[config.mk]
export PLATFORM = sky130hd
export DESIGN_NAME = at_response_line_parser_unit
export DESIGN_NICKNAME = d
export VERILOG_FILES = /design/src/design/atlp_pkg.sv /design/src/design/atlp_cmd_fifo.sv /design/src/design/atlp_front.sv /design/src/design/atlp_back.sv /design/src/design/at_response_line_parser_unit.sv
export SDC_FILE = /design/constraint.sdc
export NUM_CORES = 1
export LEC_CHECK = 0
export ABC_CLOCK_PERIOD_IN_PS = 6300
export BUFFER_PORTS_ARGS = -buffer_cell sky130_fd_sc_hd__buf_2
export CORE_MARGIN = 1.5
export CORE_UTILIZATION = 45
export DETAILED_ROUTE_END_ITERATION = 12
export GPL_TIMING_DRIVEN = 0
export HOLD_SLACK_MARGIN = 0.03
export PLACE_DENSITY = 0.74
export SETUP_SLACK_MARGIN = 0.02
export SKIP_LAST_GASP = 1
export SLEW_MARGIN = 20
export SYNTH_ARGS = -nofsm -noshare
export SYNTH_HDL_FRONTEND = slang
export SYNTH_HIERARCHICAL = 1
export SYNTH_SLANG_ARGS = --single-unit
[constraint.sdc]
create_clock -name clock -period 6.3 [get_ports clock]
set_clock_uncertainty 0.2 [all_clocks]
set_input_delay 1.26 -clock clock [delete_from_list [all_inputs] [get_ports clock]]
set_output_delay 1.26 -clock clock [all_outputs]
set_load 0.02 [all_outputs]
[src/design/atlp_pkg.sv]
// Shared types, codes and prefix tables for the AT response line parser.
package atlp_pkg;

   // Item kinds on the request channel
   localparam logic [1:0] KIND_BYTE  = 2'd0;
   localparam logic [1:0] KIND_CMD   = 2'd1;
   localparam logic [1:0] KIND_ABORT = 2'd2;

   // Event codes on the response channel
   localparam logic [1:0] EVENT_URC = 2'd0;
   localparam logic [1:0] EVENT_OK  = 2'd1;
   localparam logic [1:0] EVENT_ERR = 2'd2;

   // Characters with a special meaning
   localparam logic [7:0] CHAR_CR = 8'h0D;
   localparam logic [7:0] CHAR_LF = 8'h0A;
   localparam logic [7:0] CHAR_GT = 8'h3E;
   localparam logic [7:0] CHAR_SP = 8'h20;

   // Prefix table: OK, data prompt, ERROR, NO CARRIER, +CME ERROR:, +CMS ERROR:, RING
   localparam int PREFIX_NUM = 7;
   localparam logic [6:0] PREFIX_ALL  = 7'h7F;
   localparam logic [6:0] PREFIX_URC  = 7'h40;
   localparam logic [6:0] PREFIX_ERR  = 7'h3C;
   localparam logic [6:0] PREFIX_OK   = 7'h03;
   localparam logic [3:0] PREFIX_LEN [PREFIX_NUM] =
      '{4'd2, 4'd2, 4'd5, 4'd10, 4'd11, 4'd11, 4'd4};
   // Right-justified text, first character in the highest used byte
   localparam logic [87:0] PREFIX_STR [PREFIX_NUM] =
      '{"OK", "> ", "ERROR", "NO CARRIER", "+CME ERROR:", "+CMS ERROR:", "RING"};

   // Parse mode, one-hot
   typedef enum logic [2:0] {
      MODE_IDLE   = 3'b001,
      MODE_LINES  = 3'b010,
      MODE_PROMPT = 3'b100
   } mode_type;

   // Fill status of a small queue
   typedef struct packed {
      logic empty;
      logic full;
   } fifo_status_type;

   // One response word
   typedef struct packed {
      logic [1:0] event_res;
      logic [7:0] data_byte;
      logic       has_data;
      logic       last;
   } result_type;

   // True when a character at a line position breaks the given prefix
   function automatic logic prefix_miss(input int k, input logic [6:0] pos,
                                        input logic [7:0] ch);
      logic [7:0] want;
      logic       in_range;
      in_range = pos < 7'(PREFIX_LEN[k]);
      want     = 8'h00;
      if (in_range) begin
         want = PREFIX_STR[k][8*(int'(PREFIX_LEN[k]) - 1 - int'(pos)) +: 8];
      end
      return in_range && (want != ch);
   endfunction

endpackage

[src/design/atlp_cmd_fifo.sv]
// Two-entry queue of emit commands between the line front end and the emitter.
module atlp_cmd_fifo #(
   parameter int WIDTH = 14
) (
   input  logic                      clock,
   input  logic                      reset,
   input  logic                      push,
   input  logic [WIDTH-1:0]          push_data,
   input  logic                      pop,
   output logic [WIDTH-1:0]          pop_data,
   output atlp_pkg::fifo_status_type status
);

   logic [WIDTH-1:0] entry_ff [2];
   logic             wr_ptr_ff, wr_ptr_in;
   logic             rd_ptr_ff, rd_ptr_in;
   logic [1:0]       cnt_ff, cnt_in;

   // Derive status and head
   assign status.empty = (cnt_ff == 2'd0);
   assign status.full  = (cnt_ff == 2'd2);
   assign pop_data     = entry_ff[rd_ptr_ff];

   // Advance pointers and count
   always_comb begin
      wr_ptr_in = wr_ptr_ff ^ push;
      rd_ptr_in = rd_ptr_ff ^ pop;
      cnt_in    = cnt_ff + {1'b0, push} - {1'b0, pop};
   end

   always_ff @(posedge clock) begin
      if (reset) begin
         wr_ptr_ff <= 1'b0;
         rd_ptr_ff <= 1'b0;
         cnt_ff    <= 2'd0;
      end else begin
         wr_ptr_ff <= wr_ptr_in;
         rd_ptr_ff <= rd_ptr_in;
         cnt_ff    <= cnt_in;
      end
   end

   // Hold entries
   always_ff @(posedge clock) begin
      if (push) begin
         entry_ff[wr_ptr_ff] <= push_data;
      end
   end

   a_no_overflow: assert property (@(posedge clock) disable iff (reset)
      push |-> (cnt_ff != 2'd2 || pop))
      else $error("command pushed into a full queue");
   a_no_underflow: assert property (@(posedge clock) disable iff (reset)
      pop |-> cnt_ff != 2'd0)
      else $error("command popped from an empty queue");
   a_count_range: assert property (@(posedge clock) disable iff (reset)
      cnt_ff != 2'd3)
      else $error("command queue count out of range");

endmodule

[src/design/atlp_front.sv]
// Front end: takes request words, builds lines, classifies them and issues emit commands.
module atlp_front #(
   parameter int BUFFER_DEPTH = 64,
   localparam int AW = $clog2(BUFFER_DEPTH),
   localparam int CMD_W = 2 + 2 * AW
) (
   input  logic                      clock,
   input  logic                      reset,
   input  logic                      req_push,
   input  logic [1:0]                req_kind,
   input  logic [7:0]                req_rx_byte,
   input  logic                      req_prompt_expected,
   output logic                      req_full,
   input  atlp_pkg::fifo_status_type cmd_status,
   input  logic                      back_busy,
   output logic                      cmd_push,
   output logic [CMD_W-1:0]          cmd_data,
   output logic                      wr_en,
   output logic [AW-1:0]             wr_addr,
   output logic [7:0]                wr_data
);

   localparam logic [AW-1:0] FILL_MAX = AW'(BUFFER_DEPTH - 1);

   // Held request word
   logic       held_valid_ff, held_valid_in;
   logic [1:0] held_kind_ff;
   logic [7:0] held_byte_ff;
   logic       held_prompt_ff;

   // Line state
   atlp_pkg::mode_type mode_ff, mode_in;
   logic [AW-1:0]      fill_ff, fill_in;
   logic [AW-1:0]      ls_ff, ls_in;
   logic [6:0]         alive_ff, alive_in;
   logic [7:0]         sh0_ff, sh0_in;
   logic [7:0]         sh1_ff, sh1_in;
   logic               sep_done_ff, sep_done_in;

   // Work signals
   logic          accept, consume, go, busy;
   logic          is_text, need_sep, trig, do_clear;
   logic [AW-1:0] f, l, len, t;
   logic [6:0]    al, hits, pos7;
   logic [7:0]    s0, s1;

   // Classify the held word
   assign is_text  = (held_kind_ff == atlp_pkg::KIND_BYTE) &&
                     (held_byte_ff != atlp_pkg::CHAR_CR) &&
                     (held_byte_ff != atlp_pkg::CHAR_LF);
   assign busy     = back_busy || !cmd_status.empty;
   assign go       = held_valid_ff && !cmd_status.full && !(is_text && busy);
   assign need_sep = is_text && !sep_done_ff && (fill_ff != '0) &&
                     (ls_ff == fill_ff) && (fill_ff != FILL_MAX);

   // Accept a new word when the holding slot frees up
   assign req_full      = held_valid_ff && !consume;
   assign accept        = req_push && !req_full;
   assign held_valid_in = accept ? 1'b1 : (consume ? 1'b0 : held_valid_ff);

   // Step the line state
   always_comb begin
      mode_in     = mode_ff;
      fill_in     = fill_ff;
      ls_in       = ls_ff;
      alive_in    = alive_ff;
      sh0_in      = sh0_ff;
      sh1_in      = sh1_ff;
      sep_done_in = sep_done_ff;
      wr_en       = 1'b0;
      wr_addr     = fill_ff;
      wr_data     = atlp_pkg::CHAR_LF;
      cmd_push    = 1'b0;
      cmd_data    = '0;
      consume     = 1'b0;
      do_clear    = 1'b0;
      f           = fill_ff;
      l           = ls_ff;
      al          = alive_ff;
      s0          = sh0_ff;
      s1          = sh1_ff;
      pos7        = '0;
      hits        = '0;
      len         = '0;
      t           = '0;
      trig        = 1'b0;
      if (go) begin
         if (need_sep) begin
            // Insert the newline between lines first
            wr_en       = 1'b1;
            fill_in     = fill_ff + AW'(1);
            ls_in       = fill_ff + AW'(1);
            sep_done_in = 1'b1;
            if (fill_ff == AW'(1)) begin
               sh1_in = atlp_pkg::CHAR_LF;
            end
         end else begin
            consume     = 1'b1;
            sep_done_in = 1'b0;
            case (held_kind_ff)
               atlp_pkg::KIND_CMD: begin
                  mode_in = held_prompt_ff ? atlp_pkg::MODE_PROMPT : atlp_pkg::MODE_LINES;
               end
               atlp_pkg::KIND_ABORT: begin
                  do_clear = 1'b1;
               end
               atlp_pkg::KIND_BYTE: begin
                  // Store a text byte and narrow the prefix set
                  if (is_text) begin
                     if (f == l) begin
                        al = atlp_pkg::PREFIX_ALL;
                     end
                     pos7 = 7'(f - l);
                     if (f != FILL_MAX) begin
                        wr_en   = 1'b1;
                        wr_addr = f;
                        wr_data = held_byte_ff;
                        if (f == AW'(0)) begin
                           s0 = held_byte_ff;
                        end
                        if (f == AW'(1)) begin
                           s1 = held_byte_ff;
                        end
                        for (int k = 0; k < atlp_pkg::PREFIX_NUM; k++) begin
                           if (atlp_pkg::prefix_miss(k, pos7, held_byte_ff)) begin
                              al[k] = 1'b0;
                           end
                        end
                        f = f + AW'(1);
                     end
                  end
                  // Close the line on newline or a complete data prompt
                  trig = (held_byte_ff == atlp_pkg::CHAR_LF) ||
                         (mode_ff == atlp_pkg::MODE_PROMPT && f == AW'(2) &&
                          s0 == atlp_pkg::CHAR_GT && s1 == atlp_pkg::CHAR_SP);
                  len = f - l;
                  for (int k = 0; k < atlp_pkg::PREFIX_NUM; k++) begin
                     hits[k] = al[k] && (7'(len) >= 7'(atlp_pkg::PREFIX_LEN[k]));
                  end
                  t = (l != '0) ? l - AW'(1) : '0;
                  if (trig && f != l) begin
                     if ((hits & atlp_pkg::PREFIX_URC) != '0 ||
                         mode_ff == atlp_pkg::MODE_IDLE) begin
                        // Emit this line alone, then drop it
                        cmd_push = 1'b1;
                        cmd_data = {atlp_pkg::EVENT_URC, l, f};
                        l        = t;
                        f        = t;
                     end else if ((hits & atlp_pkg::PREFIX_ERR) != '0) begin
                        cmd_push = 1'b1;
                        cmd_data = {atlp_pkg::EVENT_ERR, AW'(0), f};
                        do_clear = 1'b1;
                     end else if ((hits & atlp_pkg::PREFIX_OK) != '0) begin
                        // Emit the reply without the final line
                        cmd_push = 1'b1;
                        cmd_data = {atlp_pkg::EVENT_OK, AW'(0), t};
                        do_clear = 1'b1;
                     end else begin
                        l = f;
                     end
                  end
                  fill_in  = f;
                  ls_in    = l;
                  alive_in = al;
                  sh0_in   = s0;
                  sh1_in   = s1;
               end
               default: begin
               end
            endcase
            if (do_clear) begin
               mode_in  = atlp_pkg::MODE_IDLE;
               fill_in  = '0;
               ls_in    = '0;
               alive_in = atlp_pkg::PREFIX_ALL;
            end
         end
      end
   end

   always_ff @(posedge clock) begin
      if (reset) begin
         held_valid_ff <= 1'b0;
         mode_ff       <= atlp_pkg::MODE_IDLE;
         fill_ff       <= '0;
         ls_ff         <= '0;
         alive_ff      <= atlp_pkg::PREFIX_ALL;
         sep_done_ff   <= 1'b0;
      end else begin
         held_valid_ff <= held_valid_in;
         mode_ff       <= mode_in;
         fill_ff       <= fill_in;
         ls_ff         <= ls_in;
         alive_ff      <= alive_in;
         sep_done_ff   <= sep_done_in;
      end
   end

   // Hold payload and first two stored bytes
   always_ff @(posedge clock) begin
      if (accept) begin
         held_kind_ff   <= req_kind;
         held_byte_ff   <= req_rx_byte;
         held_prompt_ff <= req_prompt_expected;
      end
      sh0_ff <= sh0_in;
      sh1_ff <= sh1_in;
   end

   a_no_write_while_emit: assert property (@(posedge clock) disable iff (reset)
      wr_en |-> !busy)
      else $error("line memory written while a reply is still read out");
   a_start_in_fill: assert property (@(posedge clock) disable iff (reset)
      ls_ff <= fill_ff)
      else $error("line start beyond fill count");
   a_sep_has_word: assert property (@(posedge clock) disable iff (reset)
      sep_done_ff |-> held_valid_ff)
      else $error("separator phase without a held word");

endmodule

[src/design/atlp_back.sv]
// Back end: line memory and emitter that streams commanded ranges out as response words.
module atlp_back #(
   parameter int BUFFER_DEPTH = 64,
   localparam int AW = $clog2(BUFFER_DEPTH),
   localparam int CMD_W = 2 + 2 * AW
) (
   input  logic                      clock,
   input  logic                      reset,
   input  atlp_pkg::fifo_status_type cmd_status,
   input  logic [CMD_W-1:0]          cmd_data,
   output logic                      cmd_pop,
   output logic                      busy,
   input  logic                      wr_en,
   input  logic [AW-1:0]             wr_addr,
   input  logic [7:0]                wr_data,
   input  logic                      rsp_pop,
   output logic                      rsp_empty,
   output atlp_pkg::result_type      rsp_word
);

   // Line memory
   logic [7:0] store_ff [BUFFER_DEPTH];
   logic [7:0] mem_q_ff;

   // Emitter
   logic          active_ff, active_in;
   logic [AW-1:0] ptr_ff, ptr_in;
   logic [AW-1:0] end_ff, end_in;
   logic [1:0]    res_ff, res_in;
   logic          empty_ff, empty_in;
   logic          issue, issue_ok, issue_last;

   // Read stage
   logic       rd_valid_ff;
   logic [1:0] rd_res_ff;
   logic       rd_last_ff;
   logic       rd_has_ff;

   // Output queue
   atlp_pkg::result_type oq_ff [2];
   atlp_pkg::result_type oq_word;
   logic                 oq_wr_ff, oq_rd_ff;
   logic [1:0]           oq_cnt_ff, oq_cnt_in;
   logic                 oq_pop;
   logic [2:0]           occ;

   assign busy      = active_ff;
   assign cmd_pop   = !active_ff && !cmd_status.empty;
   assign rsp_empty = (oq_cnt_ff == 2'd0);
   assign rsp_word  = oq_ff[oq_rd_ff];
   assign oq_pop    = rsp_pop && !rsp_empty;

   // Issue a read only when its word is sure to find room
   assign occ        = {1'b0, oq_cnt_ff} + {2'b0, rd_valid_ff} - {2'b0, oq_pop};
   assign issue_ok   = occ < 3'd2;
   assign issue      = active_ff && issue_ok;
   assign issue_last = empty_ff || (ptr_ff + AW'(1) == end_ff);

   // Load a command, then advance through its range
   always_comb begin
      active_in = active_ff;
      ptr_in    = ptr_ff;
      end_in    = end_ff;
      res_in    = res_ff;
      empty_in  = empty_ff;
      if (cmd_pop) begin
         active_in = 1'b1;
         res_in    = cmd_data[CMD_W-1 -: 2];
         ptr_in    = cmd_data[2*AW-1 -: AW];
         end_in    = cmd_data[AW-1:0];
         empty_in  = (cmd_data[2*AW-1 -: AW] == cmd_data[AW-1:0]);
      end else if (issue) begin
         ptr_in = ptr_ff + AW'(1);
         if (issue_last) begin
            active_in = 1'b0;
         end
      end
   end

   // Build the word that enters the output queue
   always_comb begin
      oq_word.event_res = rd_res_ff;
      oq_word.data_byte = rd_has_ff ? mem_q_ff : 8'h00;
      oq_word.has_data  = rd_has_ff;
      oq_word.last      = rd_last_ff;
      oq_cnt_in         = oq_cnt_ff + {1'b0, rd_valid_ff} - {1'b0, oq_pop};
   end

   always_ff @(posedge clock) begin
      if (reset) begin
         active_ff   <= 1'b0;
         rd_valid_ff <= 1'b0;
         oq_wr_ff    <= 1'b0;
         oq_rd_ff    <= 1'b0;
         oq_cnt_ff   <= 2'd0;
      end else begin
         active_ff   <= active_in;
         rd_valid_ff <= issue;
         oq_wr_ff    <= oq_wr_ff ^ rd_valid_ff;
         oq_rd_ff    <= oq_rd_ff ^ oq_pop;
         oq_cnt_ff   <= oq_cnt_in;
      end
   end

   // Hold emitter payload and read-stage tags
   always_ff @(posedge clock) begin
      ptr_ff   <= ptr_in;
      end_ff   <= end_in;
      res_ff   <= res_in;
      empty_ff <= empty_in;
      if (issue) begin
         rd_res_ff  <= res_ff;
         rd_last_ff <= issue_last;
         rd_has_ff  <= !empty_ff;
      end
      if (rd_valid_ff) begin
         oq_ff[oq_wr_ff] <= oq_word;
      end
   end

   // Write and read the line memory
   always_ff @(posedge clock) begin
      if (wr_en) begin
         store_ff[wr_addr] <= wr_data;
      end
      if (issue) begin
         mem_q_ff <= store_ff[ptr_ff];
      end
   end

   a_oq_room: assert property (@(posedge clock) disable iff (reset)
      rd_valid_ff |-> (oq_cnt_ff != 2'd2 || oq_pop))
      else $error("read word arrives at a full output queue");
   a_ptr_in_range: assert property (@(posedge clock) disable iff (reset)
      (issue && !empty_ff) |-> ptr_ff < end_ff)
      else $error("emitter reads past the commanded range");
   a_oq_count: assert property (@(posedge clock) disable iff (reset)
      oq_cnt_ff != 2'd3)
      else $error("output queue count out of range");

endmodule

[src/design/at_response_line_parser_unit.sv]
// Top level of the AT response line parser: front end, command queue and emitter.
//
// Request channel (req_push / req_full): one word per modem byte (kind 0), per
// command sent (kind 1, with req_prompt_expected) or per abort (kind 2).
// Response channel (rsp_empty / rsp_pop): one word per emitted byte, tagged with
// the event type; rsp_last marks the end of a line or reply, and an empty final
// reply gives one word with rsp_has_data low.
// The front end holds each request word and, when a newline must be placed
// between stored lines, writes that newline first. A finished line or reply is
// queued as a range command and streamed from the line memory at one byte per
// cycle while the output queue has room, passing the emitter's read stage first.
// A text byte waits in the front end while an earlier range is still being read
// out, since it would overwrite the line memory; other words keep flowing. A
// range command needs newly stored text, so at most one is pending at a time.
// When the receiver stalls, the two-word output queue fills, the emitter halts
// and the front end stalls once a text byte comes up.
// Reset clears all control state; the line memory is not cleared.
module at_response_line_parser_unit #(
   parameter int BUFFER_DEPTH = 64
) (
   input  logic       clock,
   input  logic       reset,
   input  logic       req_push,
   output logic       req_full,
   input  logic [1:0] req_kind,
   input  logic [7:0] req_rx_byte,
   input  logic       req_prompt_expected,
   output logic       rsp_empty,
   input  logic       rsp_pop,
   output logic [1:0] rsp_event_res,
   output logic [7:0] rsp_data_byte,
   output logic       rsp_has_data,
   output logic       rsp_last
);

   localparam int AW = $clog2(BUFFER_DEPTH);
   localparam int CMD_W = 2 + 2 * AW;

   atlp_pkg::fifo_status_type cmd_status;
   atlp_pkg::result_type      rsp_word;
   logic                      cmd_push, cmd_pop, back_busy;
   logic [CMD_W-1:0]          cmd_in, cmd_out;
   logic                      wr_en;
   logic [AW-1:0]             wr_addr;
   logic [7:0]                wr_data;

   // Build and classify lines
   atlp_front #(.BUFFER_DEPTH(BUFFER_DEPTH)) u_front (
      .clock               (clock),
      .reset               (reset),
      .req_push            (req_push),
      .req_kind            (req_kind),
      .req_rx_byte         (req_rx_byte),
      .req_prompt_expected (req_prompt_expected),
      .req_full            (req_full),
      .cmd_status          (cmd_status),
      .back_busy           (back_busy),
      .cmd_push            (cmd_push),
      .cmd_data            (cmd_in),
      .wr_en               (wr_en),
      .wr_addr             (wr_addr),
      .wr_data             (wr_data)
   );

   // Queue emit commands
   atlp_cmd_fifo #(.WIDTH(CMD_W)) u_cmd_fifo (
      .clock     (clock),
      .reset     (reset),
      .push      (cmd_push),
      .push_data (cmd_in),
      .pop       (cmd_pop),
      .pop_data  (cmd_out),
      .status    (cmd_status)
   );

   // Stream ranges out of the line memory
   atlp_back #(.BUFFER_DEPTH(BUFFER_DEPTH)) u_back (
      .clock      (clock),
      .reset      (reset),
      .cmd_status (cmd_status),
      .cmd_data   (cmd_out),
      .cmd_pop    (cmd_pop),
      .busy       (back_busy),
      .wr_en      (wr_en),
      .wr_addr    (wr_addr),
      .wr_data    (wr_data),
      .rsp_pop    (rsp_pop),
      .rsp_empty  (rsp_empty),
      .rsp_word   (rsp_word)
   );

   assign rsp_event_res = rsp_word.event_res;
   assign rsp_data_byte = rsp_word.data_byte;
   assign rsp_has_data  = rsp_word.has_data;
   assign rsp_last      = rsp_word.last;

endmodule

* Word-level counts from Yosys, hierarchy flattened
Memories as Yosys holds them, arrays and structs flattened. A register that Yosys moved wholly into a read port is not among the register bits. Index checks and enable logic that the tools add are counted.
Storage, ports and cells: flip-flop bits (word level) 80, logic and storage cells 305, bits in writable memories 564, output and inout bits 14, memories 3
Memories:
- u_back.store_ff | depth 64, bits a word 8, rd ports 1, clocked after Yosys merged registers in 1, write ports 1, line atlp_back.sv:22 | logic [7:0] store_ff [BUFFER_DEPTH];
- u_cmd_fifo.entry_ff | depth 2, bits a word 14, rd ports 1, clocked after Yosys merged registers in 1, write ports 1, line atlp_cmd_fifo.sv:14 | logic [WIDTH-1:0] entry_ff [2];
- u_back.oq_ff | depth 2, bits a word 12, rd ports 1, clocked after Yosys merged registers in 1, write ports 1, line atlp_back.sv:40 | atlp_pkg::result_type oq_ff [2];
Cells by class: order comparisons 11, bitwise gates (word level) 5, reduce and logical (&&, ||, !) cells 68, eq/ne operators 28, add/subtract/negate cells 16, muxes and demuxes 141, shifts and indexed selects 7
Operators by type and width (number):
- 88-bit by 32-bit indexed part select with 8-bit output (first input constant) | 7
- 8-bit 2-to-1 mux | 63
- 6-bit 2-to-1 mux | 20
- 14-bit 2-to-1 mux | 6
- 7-bit 2-to-1 mux | 8
- 8-bit != test | 7
- 1-bit 2-to-1 mux | 39
- 1-bit logical AND | 32
- 6-bit equality test | 4
- 8-bit by 6-bit equality test with 1-bit output (second input constant) | 2
- 8-bit by 4-bit != test with 1-bit output (second input constant) | 2
- 4-bit by 7-bit subtractor with 8-bit output (first input constant) | 2
- 7-bit by 3-bit < comparator with 1-bit output (second input constant) | 2
- 7-bit by 4-bit < comparator with 1-bit output (second input constant) | 2
- 7-bit nonzero test | 2
- 13-bit 2-to-1 mux | 1
- 6-bit by 1-bit adder with 6-bit output (second input constant) | 2
- 6-bit by 3-bit >= comparator with 1-bit output (second input constant) | 2
- 6-bit by 4-bit >= comparator with 1-bit output (second input constant) | 2
- 3-bit AND reduction | 4
- 2-bit nonzero test | 6
- 6-bit nonzero test | 2
- 1-bit logical NOT | 9
- 3-bit 2-to-1 mux | 3
- 33 further kinds | 47

* Depth between registers and ports, before layout
depth in word-level cells 28, gate-level depth with buffers 24

* By module
The synthesis kept the hierarchy.
By module, submodules not included:
- atlp_back | cells each 1046, seq. area each 17026.3 µm², area an instance 22258.8 µm², instances 1
- atlp_front | cells each 756, seq. area each 1291.2 µm², area an instance 5808.1 µm², instances 1
- atlp_cmd_fifo | cells each 63, seq. area each 920.9 µm², area an instance 1263.7 µm², instances 1

* Worst setup path after synthesis
Ideal clock, no wire load.
path kind flip-flop to flip-flop, start register u_front.held_byte_ff[2], end memory u_back.store_ff[0][6] (data pin), path buffers 2, required time 5236 ps, slack -588 ps, stages on the path, launching flop included 9, arrival time 5823 ps, path through edfxtp_1 buf_6 or3b_4 a2111oi_4 nand2b_1 a21oi_1 or3b_2 clkbuf_1 nor4_1
On the way: word-level cells in the longest chain between the ends 9
Ends and longest elaborated chain:
- start, declared | line atlp_front.sv:28 | logic [7:0] held_byte_ff;
- start signal, assigned | line atlp_front.sv:203 | held_byte_ff <= req_rx_byte;
- 8-bit by 4-bit != test with 1-bit output | line atlp_front.sv:49 | (held_byte_ff != atlp_pkg::CHAR_CR) &&
- 1-bit logical AND | line atlp_front.sv:48 | assign is_text = (held_kind_ff == atlp_pkg::KIND_BYTE) &&
- 1-bit logical AND (*) | line atlp_front.sv:49
- 1-bit logical AND (3 in a row) | line atlp_front.sv:53 | assign need_sep = is_text && !sep_done_ff && (fill_ff != '0) &&
- 1-bit logical AND | line atlp_front.sv:54 | (ls_ff == fill_ff) && (fill_ff != FILL_MAX);
- 8-bit 2-to-1 mux | line atlp_front.sv:88 | if (need_sep) begin
- 8-bit 2-to-1 mux (*) | line atlp_front.sv:87 | if (go) begin
- via wr_data[6] | line at_response_line_parser_unit.sv:45 | logic [7:0] wr_data;
- end, declared | line atlp_back.sv:22
Mark *: on every way through the listed nets, which the timed path passes. The rest lies on a longest branch.

* Worst setup path in the final report
start register u_front.fill_ff[0], end memory u_cmd_fifo.entry_ff[1][0] (data pin)
On the way: word-level cells in the longest chain between the ends 26
Ends and longest elaborated chain:
- start, declared | line atlp_front.sv:33 | logic [AW-1:0] fill_ff, fill_in;
- start signal, assigned | line atlp_front.sv:192 | fill_ff <= fill_in;
- 6-bit by 6-bit subtractor with 7-bit output | line atlp_front.sv:113 | pos7 = 7'(f - l);
- 1-bit by 7-bit subtractor with 8-bit output | line atlp_pkg.sv:61 | want = PREFIX_STR[k][8*(int'(PREFIX_LEN[k]) - 1 - int'(pos)) +: 8];
- 88-bit by 32-bit indexed part select with 8-bit output | line atlp_pkg.sv:61
- 8-bit 2-to-1 mux | line atlp_pkg.sv:60 | if (in_range) begin
- 8-bit 2-to-1 mux | line atlp_front.sv:114 | if (f != FILL_MAX) begin
- 8-bit 2-to-1 mux | line atlp_front.sv:109 | if (is_text) begin
- 8-bit 2-to-1 mux | line atlp_front.sv:100 | case (held_kind_ff)
- 8-bit 2-to-1 mux | line atlp_front.sv:88
- (+11 left out)
- 13-bit 2-to-1 mux | line atlp_front.sv:153 | end else if ((hits & atlp_pkg::PREFIX_OK) != '0) begin
- 14-bit 2-to-1 mux | line atlp_front.sv:149 | end else if ((hits & atlp_pkg::PREFIX_ERR) != '0) begin
- 14-bit 2-to-1 mux | line atlp_front.sv:142 | if ((hits & atlp_pkg::PREFIX_URC) != '0 ||
- 14-bit 2-to-1 mux | line atlp_front.sv:141 | if (trig && f != l) begin
- 14-bit 2-to-1 mux | line atlp_front.sv:100
- 14-bit 2-to-1 mux (*) | line atlp_front.sv:88
- 14-bit 2-to-1 mux (*) | line atlp_front.sv:87
- via cmd_in[0] | line at_response_line_parser_unit.sv:42 | logic [CMD_W-1:0] cmd_in, cmd_out;
- end, declared | line atlp_cmd_fifo.sv:14
Mark *: on every way through the listed nets, which the timed path passes. The rest lies on a longest branch. The select of a mux whose other input is x is not followed.

==> results_dict.tcl <==
set metrics [dict create \
    post-route-worst-setup-slack_ns 0.254 \
    synth_top_cells_by_area "edfxtp_1 (63%), mux4_2 (10%), dfxtp_1 (2.3%)" \
    netlist.area_leader.share_pct 63.3 \
    pre_cts_ws_ns -0.734 \
    grt_max_degree 41 \
    cts_tree "done" \
    coreArea_um2 64500 \
    period_share_pct 96.0 \
    timing.fmax_mhz 165 \
    synth_common_cells "edfxtp_1 (618), nor2_1 (153), mux4_2 (136)" \
    period_minus_slack_ns 6.05 \
    dieArea_um2 66700 \
    ys_warn_count 6 \
    slew_headroom_pct 25.3 \
    layout-drive-gt1-share_pct 21.2 \
    finalHoldViolations 0 \
    die_w_um 258 \
    design_area_um2 33200 \
    syn_area_per_cell_um2 15.7 \
    numCtsBuffers 66 \
    power_mw 13.3 \
    grt_pass1_vias 17400 \
    status "finished, final reports clean" \
    ir_drop_mv 0.226 \
    fill_cells 5128 \
    netlist_area_um2 29300 \
    max_cap_viol_count 0 \
    placed_cells 2775 \
    worstPathArrival_ns 6.27 \
    routed_wl_mm 70.4 \
    clock-sinks 652 \
    worst_pin_slew_ns 1.11 \
    use_met3_pct 2.95 \
    ioPinCount 29 \
    vias 17500 \
    setup_viol 0 \
    slew_violations 0 \
    critPathKind "reg2reg" \
    cts_htree_levels 3 \
    cts_buffer_depth 3 \
    ys_ff_latch 652 \
    ant_nets 0 \
    cp.required_ns 6.53 \
    synth_edf_count 618 \
    cp-start-kind "register" \
    whs_ns 0.223 \
    met1_usage_pct 28.5 \
    clk_pin_slew_ns 0.06 \
    hold_path.class "reg2reg" \
    rsz0062_at_grt "yes" \
    grt_pass1_wl_mm 106 \
    drc 0 \
    initial_core_util_pct 45.5 \
    leakagePower_nw 10.8 \
    syn_to_final_growth_pct 13.0 \
    dp_hpwl_mm 48.3 \
    clock-root-buffer "clkbuf_16" \
    path_max_fanout 13 \
    drt-pass1-iter-count 6 \
    clock_latency_ns 0.60 \
    nets 2045 \
    yosys_most_used_dff "edfxtp_1" \
    end_kind "register" \
    synth_largest_area_cell "edfxtp_1" \
    vias_per_cell 6.05 \
    drt_iter0_markers 2040 \
    gp_congestion 0.929 \
    antenna_found_initial 0 \
    grt.busiest_layer "met2" \
    synth_cells 1865 \
    wl_per_cell_um 24.3 \
    ys_seq_area_share_pct 65.6 \
    die_y_um 258 \
    power_per_cell_area_nw_per_um2 400 \
    met2_usage_pct 34.4 \
    place_area_um2 30900 \
    finalNonFillerCells 2896 \
    async_reset_ff_share_pct 0 \
    yosysMostFrequentCell "edfxtp_1" \
    io_buffers 28 \
    grt.total_usage_pct 21.0 \
    diodes 0 \
    ys_types 91 \
    num_rows 93 \
    grt_overflow 0 \
    syn-num-nets 1919 \
]
## metrics by stage
| stage | utilization [%] | setup TNS (ns) |
|---|---|---|
| global placement | 47.4 | -946.17 |
| global route | 51.4 | 0 |
| CTS | 51.3 | 0 |
| floorplan | - | -112.84 |
| finish | 51.4 | 0 |
| detailed placement | 47.9 | -28.13 |
## cell type report
| type | instances | area [um2] | area share, % |
|---|---|---|---|
| inverters | 46 | 174 | 0.525 |
| clock buffers | 83 | 1770 | 5.33 |
| repair buffers | 60 | 443 | 1.34 |
| clock inverters | 35 | 389 | 1.17 |
| flip-flops and latches | 652 | 19200 | 58.0 |
| multi-input cells | 1064 | 9520 | 28.7 |
| plain buffers | 101 | 551 | 1.66 |
| well taps | 855 | 1070 | 3.23 |
## metal layers
layer | part of all wire, % | wire, um
met5 | 0 | 0
met4 | 3.3 | 2350
met3 | 7.7 | 5450
met2 | 49 | 34300
met1 | 40 | 28300
## repair_timing
action                     4_1_cts  5_1_grt
setup buffers                    2        3
pin swaps                        2        1
hold buffers                     0        0
setup endpoints to repair       63       63
resized for setup                8       13
## final timing paths
path | start | end | slack (ns) | cells past startpoint
max | u_front/fill_ff[0] | u_cmd_fifo/entry_ff[1][0] | 0.25 | 19
min | u_back/res_ff[0] | u_back/rd_res_ff[0] | 0.22 | 0
max reg2reg | u_front/fill_ff[0] | u_cmd_fifo/entry_ff[1][0] | 0.25 | 19
min reg2reg | u_back/res_ff[0] | u_back/rd_res_ff[0] | 0.22 | 0
## logic make-up (layout without fill, tap and decap cells)
| kind of cell | count (synthesis) | count (layout) | synth area share [%] |
|---|---|---|---|
| flops | 652 | 652 | 65.6 |
| simple gates | 483 | 483 | 8.27 |
| mux | 218 | 218 | 13.5 |
| compound gates | 276 | 276 | 6.55 |
| fa+ha+maj | 39 | 39 | 1.74 |
| xor+xnor | 48 | 48 | 1.83 |
| buf+inv | 149 | 325 | 2.49 |
## critical path, cell delays in order, from the launching register on
cell and delay (ns):
dfxtp_1 0.44, inv_1 0.24, ha_1 0.21, inv_1 0.06, fa_2 0.73, clkinv_2 0.29, ha_1 0.27, clkbuf_1 0.20
a21oi_4 0.35, xnor3_1 0.39, o21ai_0 0.35, xnor2_1 0.11, a31oi_1 0.28, o22ai_1 0.20, a31o_2 0.26, a21o_1 0.22
nor3b_4 0.37, buf_4 0.20, mux2_2 0.33, nor2_1 0.15
## placed cells by master (no fill, tap or decap), drive strengths merged, types with 12 or more instances in the layout
cell | synthesis | final
nand2 | 84 | 84
xor2 | 13 | 13
mux2i | 42 | 42
nor4 | 15 | 15
dfxtp | 34 | 34
mux2 | 40 | 40
a21oi | 65 | 65
nand2b | 15 | 15
or2 | 13 | 13
o21ai | 56 | 56
ha | 36 | 36
nand3 | 40 | 40
or3 | 12 | 12
a221oi | 13 | 13
edfxtp | 618 | 618
nor2b | 20 | 20
inv | 42 | 47
nand3b | 20 | 20
clkinv | 4 | 25
a22oi | 19 | 19
nor2 | 153 | 153
clkbuf | 51 | 132
buf | 52 | 112
mux4 | 136 | 136
a31oi | 15 | 15
nand4 | 16 | 16
nor3 | 40 | 40
xnor2 | 28 | 28
and2 | 24 | 24
## flip-flops by register name, summed over array words and instances, names as in the netlist, 3 cells and up
name	flops
u_front/held_byte_ff	8
u_cmd_fifo/entry_ff	28
u_back/mem_q_ff	8
u_front/sh1_ff	8
u_front/ls_ff	6
u_front/mode_ff	3
u_back/oq_ff	24
u_front/fill_ff	6
u_back/store_ff	512
u_front/alive_ff	7
u_back/ptr_ff	6
u_back/end_ff	6
u_front/sh0_ff	8
## report_power, final
| part | internal, mW | switching, mW | total, mW |
|---|---|---|---|
| Clock | 2.29 | 1.61 | 3.90 |
| Sequential | 4.96 | 0.0734 | 5.04 |
| Combinational | 1.79 | 2.53 | 4.32 |
Note: power is estimated with default switching activity, not from simulation.
